**src/hw/rtl/chacha_pkg.sv**
```systemverilog
package chacha_pkg;

	localparam int DATA_W      = 64;
	localparam int COUNT_W     = 4;
	localparam int CFG_IDX_W   = 3;
	localparam int CFG_DATA_W  = 64;
	localparam int DOUBLE_ROUNDS_DEF = 10;

	// register indexes
	localparam logic [CFG_IDX_W-1:0] REG_KEY_LOW_A  = 3'd0;
	localparam logic [CFG_IDX_W-1:0] REG_KEY_LOW_B  = 3'd1;
	localparam logic [CFG_IDX_W-1:0] REG_KEY_HIGH_A = 3'd2;
	localparam logic [CFG_IDX_W-1:0] REG_KEY_HIGH_B = 3'd3;
	localparam logic [CFG_IDX_W-1:0] REG_NONCE_SALT = 3'd4;
	localparam logic [CFG_IDX_W-1:0] REG_NONCE_IV   = 3'd5;

	localparam logic [31:0] SIGMA0 = 32'h61707865;
	localparam logic [31:0] SIGMA1 = 32'h3320646e;
	localparam logic [31:0] SIGMA2 = 32'h79622d32;
	localparam logic [31:0] SIGMA3 = 32'h6b206574;

	// word indexes a, b, c, d of quarter round q (0..3 columns, 4..7 diagonals)
	function automatic logic [15:0] qr_index(input logic [2:0] q);
		logic [15:0] r;
		case (q)
			3'd0: r = {4'd12, 4'd8,  4'd4, 4'd0};
			3'd1: r = {4'd13, 4'd9,  4'd5, 4'd1};
			3'd2: r = {4'd14, 4'd10, 4'd6, 4'd2};
			3'd3: r = {4'd15, 4'd11, 4'd7, 4'd3};
			3'd4: r = {4'd15, 4'd10, 4'd5, 4'd0};
			3'd5: r = {4'd12, 4'd11, 4'd6, 4'd1};
			3'd6: r = {4'd13, 4'd8,  4'd7, 4'd2};
			3'd7: r = {4'd14, 4'd9,  4'd4, 4'd3};
			default: r = '0;
		endcase
		return r;
	endfunction

endpackage

```
**src/hw/rtl/chacha20_stream_cipher.sv**
```systemverilog
// ChaCha20 (IETF, 96-bit nonce) stream cipher on 8-byte beats. The user must
// write key and nonce through the configuration port only while the block is
// idle; the block itself does not enforce this. The first beat of each 64-byte
// keystream block waits for the core: the state is loaded word by word into
// the working memory, then come 8*DOUBLE_ROUNDS quarter rounds, each of four
// reads, two half steps and four writes, with one read and one write port.
// Then come the feed-forward add, the keystream read and the output register.
// The other seven beats of the block go through accept, keystream memory read
// and output register. A beat waiting in the output register does not block
// the input, but the input is not ready again until the beat in process has
// moved into the output register. The block counter restarts at 1 after a
// beat marked tlast.
module chacha20_stream_cipher #(
	parameter int DOUBLE_ROUNDS = chacha_pkg::DOUBLE_ROUNDS_DEF
) (
	input  logic                                clk,
	input  logic                                arst_n,
	input  logic                                cfg_we,
	input  logic [chacha_pkg::CFG_IDX_W-1:0]    cfg_index,
	input  logic [chacha_pkg::CFG_DATA_W-1:0]   cfg_data,
	input  logic                                s_tvalid,
	output logic                                s_tready,
	// data_in[63:0], byte_count[67:64], zero pad [71:68]
	input  logic [71:0]                         s_tdata,
	input  logic                                s_tlast,
	output logic                                m_tvalid,
	input  logic                                m_tready,
	// data_out[63:0], out_byte_count[67:64], zero pad [71:68]
	output logic [71:0]                         m_tdata,
	output logic                                m_tlast
);
	import chacha_pkg::*;

	localparam int RND_W = $clog2(DOUBLE_ROUNDS + 1);

	localparam logic [2:0] ST_IDLE = 3'd0;
	localparam logic [2:0] ST_LOAD = 3'd1;
	localparam logic [2:0] ST_QR   = 3'd2;
	localparam logic [2:0] ST_ADD  = 3'd3;
	localparam logic [2:0] ST_RD   = 3'd4;
	localparam logic [2:0] ST_OUT  = 3'd5;

	logic [63:0] key_la_q, key_lb_q, key_ha_q, key_hb_q, iv_q;
	logic [31:0] salt_q;

	// configuration registers
	always_ff @(posedge clk or negedge arst_n) begin
		if (!arst_n) begin
			key_la_q <= '0; key_lb_q <= '0; key_ha_q <= '0; key_hb_q <= '0;
			iv_q <= '0; salt_q <= '0;
		end else if (cfg_we) begin
			case (cfg_index)
				REG_KEY_LOW_A:  key_la_q <= cfg_data;
				REG_KEY_LOW_B:  key_lb_q <= cfg_data;
				REG_KEY_HIGH_A: key_ha_q <= cfg_data;
				REG_KEY_HIGH_B: key_hb_q <= cfg_data;
				REG_NONCE_SALT: salt_q <= cfg_data[31:0];
				REG_NONCE_IV:   iv_q <= cfg_data;
				default: ;
			endcase
		end
	end

	// initial state word i
	function automatic logic [31:0] init_word(input logic [3:0] i, input logic [31:0] ctr,
			input logic [63:0] la, lb, ha, hb, iv, input logic [31:0] salt);
		logic [31:0] w;
		case (i)
			4'd0: w = SIGMA0;  4'd1: w = SIGMA1;
			4'd2: w = SIGMA2;  4'd3: w = SIGMA3;
			4'd4: w = la[31:0]; 4'd5: w = la[63:32];
			4'd6: w = lb[31:0]; 4'd7: w = lb[63:32];
			4'd8: w = ha[31:0]; 4'd9: w = ha[63:32];
			4'd10: w = hb[31:0]; 4'd11: w = hb[63:32];
			4'd12: w = ctr; 4'd13: w = salt;
			4'd14: w = iv[31:0]; 4'd15: w = iv[63:32];
			default: w = '0;
		endcase
		return w;
	endfunction

	logic [2:0]  state_q;
	logic [31:0] ctr_q;
	logic [2:0]  pos_q;
	logic [3:0]  idx_q;      // load/add word index
	logic [2:0]  qr_q;       // quarter round within double round
	logic [3:0]  qs_q;       // quarter round step
	logic [RND_W-1:0] rnd_q;
	logic        add_v_s1;   // feed-forward read in flight
	logic [3:0]  add_idx_s1;

	logic [63:0] data_q;
	logic [3:0]  cnt_q;
	logic        last_q;

	// working state memory
	logic [31:0] ws_mem [16];
	logic [31:0] ws_rd_q;
	logic [3:0]  ws_ra, ws_wa;
	logic [31:0] ws_wd;
	logic        ws_we;
	// keystream memory, 64-bit rows
	logic [63:0] ks_mem [8];
	logic [63:0] ks_rd_q;
	logic [2:0]  ks_wa;
	logic [63:0] ks_wd;
	logic        ks_we;
	logic [31:0] ks_lo_q;

	// quarter round registers a,b,c,d
	logic [31:0] qa_q, qb_q, qc_q, qd_q;
	logic [15:0] qidx;
	logic [1:0]  rd_sel, cap_sel, wr_sel;
	logic        first_half;
	logic [31:0] ha, hb, hc, hd;

	logic accept, out_go;

	assign qidx = qr_index(qr_q);
	// steps 0..3 read, 1..4 capture, 5 and 6 half steps, 7..10 write back
	assign rd_sel = qs_q[1:0];
	assign cap_sel = qs_q[1:0] - 2'd1;
	assign wr_sel = qs_q[1:0] + 2'd1;
	assign first_half = (qs_q == 4'd5);

	// one half of a quarter round
	always_comb begin
		ha = qa_q + qb_q;
		hd = qd_q ^ ha;
		hd = first_half ? {hd[15:0], hd[31:16]} : {hd[23:0], hd[31:24]};
		hc = qc_q + hd;
		hb = qb_q ^ hc;
		hb = first_half ? {hb[19:0], hb[31:20]} : {hb[24:0], hb[31:25]};
	end

	always_ff @(posedge clk) begin
		if (ws_we) ws_mem[ws_wa] <= ws_wd;
		ws_rd_q <= ws_mem[ws_ra];
		if (ks_we) ks_mem[ks_wa] <= ks_wd;
		ks_rd_q <= ks_mem[pos_q];
	end

	assign s_tready = (state_q == ST_IDLE);
	assign accept = s_tvalid && s_tready;
	assign out_go = !m_tvalid || m_tready;

	// memory port control
	always_comb begin
		ws_ra = idx_q; ws_wa = idx_q; ws_we = 1'b0;
		ws_wd = init_word(idx_q, ctr_q, key_la_q, key_lb_q, key_ha_q,
			key_hb_q, iv_q, salt_q);
		ks_wa = add_idx_s1[3:1];
		ks_wd = {ws_rd_q + init_word(add_idx_s1, ctr_q, key_la_q, key_lb_q,
			key_ha_q, key_hb_q, iv_q, salt_q), ks_lo_q};
		ks_we = 1'b0;
		case (state_q)
			ST_LOAD: ws_we = 1'b1;
			ST_QR: begin
				ws_ra = qidx[{rd_sel, 2'b00} +: 4];
				ws_wa = qidx[{wr_sel, 2'b00} +: 4];
				ws_we = (qs_q >= 4'd7);
				case (wr_sel)
					2'd0: ws_wd = qa_q;
					2'd1: ws_wd = qb_q;
					2'd2: ws_wd = qc_q;
					default: ws_wd = qd_q;
				endcase
			end
			ST_ADD: begin
				ks_we = add_v_s1 && add_idx_s1[0];
			end
			default: ;
		endcase
	end

	always_ff @(posedge clk or negedge arst_n) begin
		if (!arst_n) begin
			state_q <= ST_IDLE; ctr_q <= 32'd1; pos_q <= '0; idx_q <= '0;
			qr_q <= '0; qs_q <= '0; rnd_q <= '0; add_v_s1 <= 1'b0; add_idx_s1 <= '0;
			m_tvalid <= 1'b0; m_tdata <= '0; m_tlast <= 1'b0;
			data_q <= '0; cnt_q <= '0; last_q <= 1'b0; ks_lo_q <= '0;
			qa_q <= '0; qb_q <= '0; qc_q <= '0; qd_q <= '0;
		end else begin
			// raise on a new result, drop once taken
			if (state_q == ST_OUT && out_go) m_tvalid <= 1'b1;
			else if (m_tvalid && m_tready) m_tvalid <= 1'b0;
			case (state_q)
				ST_IDLE: if (accept) begin
					data_q <= s_tdata[63:0];
					cnt_q <= (s_tdata[67:64] > 4'd8) ? 4'd8 : s_tdata[67:64];
					last_q <= s_tlast;
					idx_q <= '0;
					state_q <= (pos_q == 3'd0) ? ST_LOAD : ST_RD;
				end
				ST_LOAD: begin
					idx_q <= idx_q + 4'd1;
					if (idx_q == 4'd15) begin
						state_q <= ST_QR; qr_q <= '0; qs_q <= '0; rnd_q <= '0;
					end
				end
				ST_QR: begin
					// capture a, b, c, d in the step after each read
					if (qs_q inside {[4'd1:4'd4]}) begin
						case (cap_sel)
							2'd0: qa_q <= ws_rd_q;
							2'd1: qb_q <= ws_rd_q;
							2'd2: qc_q <= ws_rd_q;
							default: qd_q <= ws_rd_q;
						endcase
					end
					if (qs_q inside {4'd5, 4'd6}) begin
						qa_q <= ha; qb_q <= hb; qc_q <= hc; qd_q <= hd;
					end
					// advance; all writes land before the next quarter round reads
					if (qs_q == 4'd10) begin
						qs_q <= '0;
						qr_q <= qr_q + 3'd1;
						if (qr_q == 3'd7) begin
							rnd_q <= rnd_q + RND_W'(1);
							if (rnd_q == RND_W'(DOUBLE_ROUNDS - 1)) begin
								state_q <= ST_ADD; idx_q <= '0;
							end
						end
					end else begin
						qs_q <= qs_q + 4'd1;
					end
				end
				ST_ADD: begin
					add_v_s1 <= (idx_q != 4'd0) || !add_v_s1;
					add_idx_s1 <= idx_q;
					if (idx_q != 4'd0 || !add_v_s1)
						idx_q <= idx_q + 4'd1;
					if (add_v_s1 && !add_idx_s1[0])
						ks_lo_q <= ws_rd_q + init_word(add_idx_s1, ctr_q, key_la_q,
							key_lb_q, key_ha_q, key_hb_q, iv_q, salt_q);
					if (add_v_s1 && add_idx_s1 == 4'd15)
						state_q <= ST_RD;
				end
				ST_RD: state_q <= ST_OUT;
				ST_OUT: if (out_go) begin
					m_tdata <= {4'd0, cnt_q, (data_q ^ ks_rd_q) &
						((cnt_q == 4'd8) ? {64{1'b1}} : ((64'd1 << {cnt_q, 3'd0}) - 64'd1))};
					m_tlast <= last_q;
					state_q <= ST_IDLE;
					if (last_q) begin
						pos_q <= '0; ctr_q <= 32'd1;
					end else begin
						pos_q <= pos_q + 3'd1;
						if (pos_q == 3'd7) ctr_q <= ctr_q + 32'd1;
					end
				end
				default: state_q <= ST_IDLE;
			endcase
		end
	end

endmodule

```
**config.mk**
```make
export PLATFORM = sky130hd
export DESIGN_NAME = chacha20_stream_cipher
export DESIGN_NICKNAME = d
export VERILOG_FILES = /design/src/hw/rtl/chacha_pkg.sv /design/src/hw/rtl/chacha20_stream_cipher.sv
export SDC_FILE = /design/constraint.sdc
export NUM_CORES = 2
export LEC_CHECK = 0
export BUFFER_PORTS_ARGS = -buffer_cell sky130_fd_sc_hd__buf_4
export CAP_MARGIN = 30
export CORE_MARGIN = 8
export CORE_UTILIZATION = 44
export CTS_BUF_LIST = sky130_fd_sc_hd__clkbuf_8
export DETAILED_ROUTE_END_ITERATION = 10
export PLACE_DENSITY = 0.63
export SLEW_MARGIN = 20
export SYNTH_ARGS = -nofsm -noshare
export SYNTH_HDL_FRONTEND = slang
export SYNTH_SLANG_ARGS = --single-unit
```
**constraint.sdc**
```tcl
create_clock -name clk -period 21.7 [get_ports clk]
set_input_delay 1.085 -clock clk [delete_from_list [all_inputs] [get_ports clk]]
set_output_delay 1.085 -clock clk [all_outputs]
set_load 0.01 [all_outputs]
```
Yosys cells after proc, flatten, opt, wreduce, memory -nomap -nowiden. Memory sizes are Yosys's and may differ from the RTL's. A register that Yosys moved wholly into a read port is not among the register bits. Cells that the tools add are included.

Memory bits (writable): 1024. Register bits: 709. Logic and storage cells: 221. Memories kept: 3. Output and inout bits: 75. Input port bits: 145. Bits in read-only memories: 64.

Shift operators: 3. $lt $le $gt $ge: 4. Bitwise gates (word level): 4. Multiplexer cells: 59. Add/subtract/negate cells: 13. Reductions and logical operators: 49. Equal/unequal tests: 60.

Memory list: ks_mem (words 8, width 64, read ports 1, clocked after memory_dff 1, write ports 1, RTL line chacha20_stream_cipher.sv:103) `logic [63:0] ks_mem [8];`; ws_mem (words 16, width 32, read ports 1, clocked after memory_dff 1, write ports 1, RTL line chacha20_stream_cipher.sv:97) `logic [31:0] ws_mem [16];`; (name not given) (words 8, width 8, read ports 1, clocked after memory_dff 0, write ports 0, RTL line chacha_pkg.sv:25) `case (q)`.

Operators with widths (number): 32-bit case mux with 16 select lines (2); 32-bit 2-to-1 mux (19); 32-bit adder (4); 32-bit case mux with 3 select lines (1); 4-bit == test, second input constant (19); 64-bit bitwise AND (1); 64-bit 2-to-1 mux (1); 1-bit by 7-bit << shifter with 64-bit output, first input constant (1); 64-bit by 1-bit subtractor with 64-bit output, second input constant (1); 32-bit bitwise XOR (2); 64-bit bitwise XOR (1); 4-bit 2-to-1 mux (12); 4-bit by 3-bit == test with 1-bit output, second input constant (10); 3-bit 2-to-1 mux (11); 32-bit by 1-bit adder with 32-bit output, second input constant (1); 16-bit by 5-bit variable part select with 4-bit output (2); 2-bit AND reduction (10); 3-bit == test, second input constant (6); 3-bit case mux with 6 select lines (1); 3-bit AND reduction (6); 4-bit by 2-bit == test with 1-bit output, second input constant (4); 4-bit case mux with 2 select lines (2); 4-bit case mux with 4 select lines (1); 2-bit nonzero test (8); other kinds (29) (66).

Logic depth before layout (Yosys ltp).
Depth in word-level cells: 7. Gate-level depth with buffers: 22. Gate-level depth less buffers: 22.

Worst setup path before layout. OpenSTA, ideal clock, no wires.

Path kind: register to register. Start point: register add_idx_s1[0]. End point: memory ks_mem[1][0], enable pin. Slack: 12.598 ns. Cell stages (with the launch flop): 7. Clock period less this slack: 9.102 ns. Data arrival time: 8.435 ns. Setup time: 0.667 ns. Required time: 21.033 ns. Path buffers: 4. Path through: dfrtp_1 clkbuf_1 buf_1 buf_1 clkbuf_1 nand2_1 nor4b_1.

Cells in the longest elaborated chain, start to end: 4.

RTL lines: start: declaration (RTL line chacha20_stream_cipher.sv:90) `logic [3:0] add_idx_s1;`; start signal: assignment (RTL line chacha20_stream_cipher.sv:230) `add_idx_s1 <= idx_q;`; 1-bit logical AND (RTL line chacha20_stream_cipher.sv:170) `ks_we = add_v_s1 && add_idx_s1[0];`; 1-bit 2-to-1 mux (RTL line chacha20_stream_cipher.sv:156) `case (state_q)`; 1-bit 2-to-1 mux (RTL line chacha20_stream_cipher.sv:139) `if (ks_we) ks_mem[ks_wa] <= ks_wd;`; 1-bit 2-to-1 mux (implied by the code) (RTL line chacha20_stream_cipher.sv:139); end: declaration (RTL line chacha20_stream_cipher.sv:103).

Every way passes these cells.

Worst setup path after layout.
Start point: register qb_q[0]. End point: register qb_q[8].

Cells in the longest elaborated chain, start to end: 7.

RTL lines: start: declaration (RTL line chacha20_stream_cipher.sv:111) `logic [31:0] qa_q, qb_q, qc_q, qd_q;`; start signal: assignment (RTL line chacha20_stream_cipher.sv:206) `2'd1: qb_q <= ws_rd_q;`; 32-bit adder (RTL line chacha20_stream_cipher.sv:128) `ha = qa_q + qb_q;`; 32-bit bitwise XOR (RTL line chacha20_stream_cipher.sv:129) `hd = qd_q ^ ha;`; 32-bit 2-to-1 mux (RTL line chacha20_stream_cipher.sv:130) `hd = first_half ? {hd[15:0], hd[31:16]} : {hd[23:0], hd[31:24]};`; 32-bit adder (RTL line chacha20_stream_cipher.sv:131) `hc = qc_q + hd;`; 32-bit bitwise XOR (RTL line chacha20_stream_cipher.sv:132) `hb = qb_q ^ hc;`; 32-bit 2-to-1 mux (RTL line chacha20_stream_cipher.sv:133) `hb = first_half ? {hb[19:0], hb[31:20]} : {hb[24:0], hb[31:25]};`; 32-bit 2-to-1 mux (RTL line chacha20_stream_cipher.sv:211) `if (qs_q inside {4'd5, 4'd6}) begin`.

Every way passes these cells. A chain may end at the register's enable or synchronous reset.

==> results.ini <==
[global_route]
grt_overflow=0
grt_start_max_net_pins=161
first_global_vias=55000
first_pass_grt_wire_length_mm=376
antenna_found_initial=17
grt_util_all_layers_pct=25.2

[worst_setup_path]
regToRegStartpoint=qb_q[0]
worst_setup_path_start_kind=register
kind_of_end_point_of_the_critical_path=register
timing_worst_setup_path_type=reg -> reg
timing.critical_path.from=qb_q[0]
critical_path_arrival_ns=8.53
cp.required_ns=22.56
critical_path_peak_fanout=4

[drt]
vias=55100
number_of_drc_violations_after_detailed_routing=0
initial_detailed_routing_violation_count=6498
drt.antenna.violating_nets=0
detailedRoute.firstPassIterationCount=8
mean_number_of_vias_per_cell=6.12
route.detailed.wl_per_inst_um=28.8
wirelength_mm=259

[clock_network]
clock-sinks=1829
post_cts.resized_instances=0
clk_pin_slew_ns=0.06
clock_latency_ns=1.04
cts_tree=built
cts_hold_buffers=0
cts.path.max_buffers=4
cts_root_buf=sky130_fd_sc_hd__clkbuf_8
clock_tree.htree_level_count=5
cts_made_buffers=323
cts_post_setup_buffers_inserted=0

[cells_and_area]
layout.nets=6536
area_growth_pct=14.0
final_util_pct=50.5
fillerInstances=15900
multiInputGateArea_um2=30500
fraction_of_layout_instances_using_a_drive_strength_above_1_pct=26.4
register_area_um2=50400

[yosys]
yosysWarnings=0
synth.area.top_cells=sky130_fd_sc_hd__edfxtp_1 (37%), sky130_fd_sc_hd__dfrtp_1 (22%), sky130_fd_sc_hd__mux2_2 (7.2%)
number_of_register_bits_inferred_by_synthesis=1829
library_cell_occupying_the_most_area_in_the_post_synthesis_netlist=sky130_fd_sc_hd__edfxtp_1
synth_enable_flop_cells=1024
post-synth-top-area-fraction_pct=37.5
synth.lib_cells_used.distinct=90
synth_ff_type=sky130_fd_sc_hd__edfxtp_1
mapped_avg_cell_area_um2=13.9
netlist_instances=5900
postSynth.asyncResetShare_pct=38.8
post_synth_instance_area_um2=82100
synth_sequential_area_ratio_pct=61.4

[power_and_ir_drop]
power.density_nw_per_um2=144
power.internal_uw=8400
power.switching_fraction_pct=37.6
max-vdd-ir-drop_v=0.000153
power_frac_seq_pct=41.4
p_switching_uw=5050
design_power_total_uw=13400
comb_power_share_pct=36.1
power.static_leakage_uw=0.0359
share_clk_of_total_power_pct=22.5

[placed_design]
port-buffer-count=211
detailedPlacementHpwl_mm=162
gpl_congestion=0.954

[timing]
hold_violations=0
relSlewSlack_pct=24.2
worst-slew-pin-transition_ns=1.13
min_period_ns=7.66
setup_repair_after_global_routing_missed_its_margin=false
worst_hold_slack_ns=0.111
fin_crit_sh_pct=35.3
setup_viol_count_final=0
fin_worst_skew_ns=0.0742
timing.setup.tns_ns=0
report.final.slew_viol_count=0
maxClockFrequency_ghz=0.131

[min_path]
worstHoldPathType=in -> async

[floorplanning]
design.die.area_um2=201000
die_height_um=448
initial_utilization_pct=44.3
placeableCoreArea_um2=185000
io_count=220
die_width_um=448
std_cell_rows=158

[status]
run_status=complete, no violations

[job]
max_cap_viol_count=0

[flip-flops by register name (all words and copies together), names as in the netlist, 32 cells and up]
register / cells
ws_mem: 512
key_ha_q: 64
ws_rd_q: 32
qb_q: 32
ctr_q: 32
salt_q: 32
ks_rd_q: 64
key_hb_q: 64
qc_q: 32
ks_mem: 512
m_tdata: 68
ks_lo_q: 32
qd_q: 32
key_lb_q: 64
qa_q: 32
iv_q: 64
key_la_q: 64
data_q: 64
[Yosys cell counts (10+ instances only)]
cell type / number
sky130_fd_sc_hd__a211o_1: 13
sky130_fd_sc_hd__a211oi_1: 53
sky130_fd_sc_hd__a21o_1: 71
sky130_fd_sc_hd__a21oi_1: 233
sky130_fd_sc_hd__a221o_1: 16
sky130_fd_sc_hd__a221oi_1: 49
sky130_fd_sc_hd__a222oi_1: 73
sky130_fd_sc_hd__a22o_1: 64
sky130_fd_sc_hd__a22oi_1: 129
sky130_fd_sc_hd__a31oi_1: 75
sky130_fd_sc_hd__a41oi_1: 10
sky130_fd_sc_hd__and2_1: 72
sky130_fd_sc_hd__and3_1: 31
sky130_fd_sc_hd__buf_1: 50
sky130_fd_sc_hd__buf_2: 20
sky130_fd_sc_hd__clkbuf_1: 292
sky130_fd_sc_hd__dfrtp_1: 708
sky130_fd_sc_hd__dfxtp_1: 96
sky130_fd_sc_hd__edfxtp_1: 1024
sky130_fd_sc_hd__ha_1: 115
sky130_fd_sc_hd__inv_1: 57
sky130_fd_sc_hd__mux2_2: 522
sky130_fd_sc_hd__mux2i_1: 54
sky130_fd_sc_hd__mux4_2: 256
sky130_fd_sc_hd__nand2_1: 513
sky130_fd_sc_hd__nand2b_1: 29
sky130_fd_sc_hd__nand3_1: 92
sky130_fd_sc_hd__nand4_1: 30
sky130_fd_sc_hd__nor2_1: 255
sky130_fd_sc_hd__nor2b_1: 26
sky130_fd_sc_hd__nor3_1: 61
sky130_fd_sc_hd__nor4_1: 13
sky130_fd_sc_hd__o211ai_1: 32
sky130_fd_sc_hd__o21a_1: 25
sky130_fd_sc_hd__o21ai_0: 293
sky130_fd_sc_hd__o21bai_1: 16
sky130_fd_sc_hd__o22ai_1: 12
sky130_fd_sc_hd__o31ai_1: 33
sky130_fd_sc_hd__xnor2_1: 133
sky130_fd_sc_hd__xnor3_1: 14
sky130_fd_sc_hd__xor2_1: 94
[per-stage QoR]
stage	instances	worst slack (ns)	area [µm²]
after floorplan	5903	12.60	82100
after global placement	8380	14.55	87000
after detailed placement	8401	14.45	87200
after CTS	8959	14.38	93300
after global routing	8993	14.08	93600
final	9000	14.04	93600
[worst max-delay path, cell delays in order, from the launching register on]
cell and delay, ns:
sky130_fd_sc_hd__dfrtp_1 0.42, sky130_fd_sc_hd__ha_1 0.27, sky130_fd_sc_hd__fa_1 0.43, sky130_fd_sc_hd__a21o_1 0.22, sky130_fd_sc_hd__a31o_2 0.33, sky130_fd_sc_hd__nand4_1 0.32, sky130_fd_sc_hd__a21oi_1 0.16, sky130_fd_sc_hd__a311oi_1 0.85
sky130_fd_sc_hd__o21ai_0 0.36, sky130_fd_sc_hd__xnor2_1 0.62, sky130_fd_sc_hd__nand2_1 0.10, sky130_fd_sc_hd__o21ai_0 0.12, sky130_fd_sc_hd__ha_1 0.31, sky130_fd_sc_hd__nor2b_1 0.17, sky130_fd_sc_hd__o2111ai_1 0.24, sky130_fd_sc_hd__a21o_1 0.31
sky130_fd_sc_hd__a2111oi_4 0.12, sky130_fd_sc_hd__nor3b_1 0.77, sky130_fd_sc_hd__o211ai_1 0.25, sky130_fd_sc_hd__and4_1 0.30, sky130_fd_sc_hd__o31ai_1 0.60, sky130_fd_sc_hd__o21ai_0 0.20
[per-layer routing]
metal,global-route usage [%],wire [µm],up-vias
li1,-,-,23500
met1,33.4,104000,28000
met2,37.9,115000,2929
met3,6.78,25200,715
met4,13.9,15500,4
met5,0,27,-
[placed cells by master, fill, tap and decap left out, drive strengths merged, types with 54 or more instances in the layout]
master / synthesis / final
edfxtp: 1024 / 1024
dfrtp: 708 / 708
mux2: 522 / 522
nand2: 513 / 513
buf: 74 / 398
clkbuf: 294 / 381
o21ai: 298 / 298
mux4: 256 / 256
nor2: 256 / 256
a21oi: 233 / 233
inv: 57 / 171
xnor2: 133 / 133
a22oi: 129 / 129
ha: 115 / 115
dfxtp: 96 / 96
xor2: 94 / 94
nand3: 92 / 92
and2: 81 / 81
a31oi: 75 / 75
a222oi: 73 / 73
a21o: 72 / 72
a22o: 64 / 64
clkinv: 0 / 64
nor3: 63 / 63
mux2i: 54 / 54
[cell type report]
type                    instances  area share, %
diodes                         14         0.0374
clock buffers                 366           5.38
clock inverters               192           1.04
inverters                      57          0.229
multi-input cells            3649           32.6
flip-flops and latches       1829           53.9
well taps                    2480           3.32
repair buffers                413           3.50
[final timing paths]
kind	cells past startpoint	endpoint	slack [ns]
max	21	qb_q[8]	14.04
min	1	m_tdata[12]	0.11
max reg2reg	21	qb_q[8]	14.04
min reg2reg	2	m_tdata[12]	0.48
max in group asynchronous	4	iv_q[15]	18.75
min in group clk	2	data_q[44]	0.29
[cell families (layout without fill, tap and decap cells)]
logic type               after synthesis  after routing  synth area share, %
AO/OA/AOI/OAI                       1272           1272                 10.5
XOR/XNOR                             244            244                 2.89
adder cells (fa/ha/maj)              118            118                 1.83
buffers and inverters                425           1028                 1.99
flip-flops                          1829           1829                 61.4
multiplexers                         832            832                 14.8
other                                  1             18              0.00457
AND/OR/NAND/NOR                     1179           1179                 6.50
[power by group through the flow]
stage                     logic, µW  clock network [µW]  registers, µW
after floorplan                2860                   0           5340
after detailed placement       4720                   0           5640
after CTS                      4740                3090           5570
final                          4860                3020           5570
after global routing           5140                3240           5630
after global placement         4580                   0           5610
Note: power is estimated with default switching activity, not from simulation.
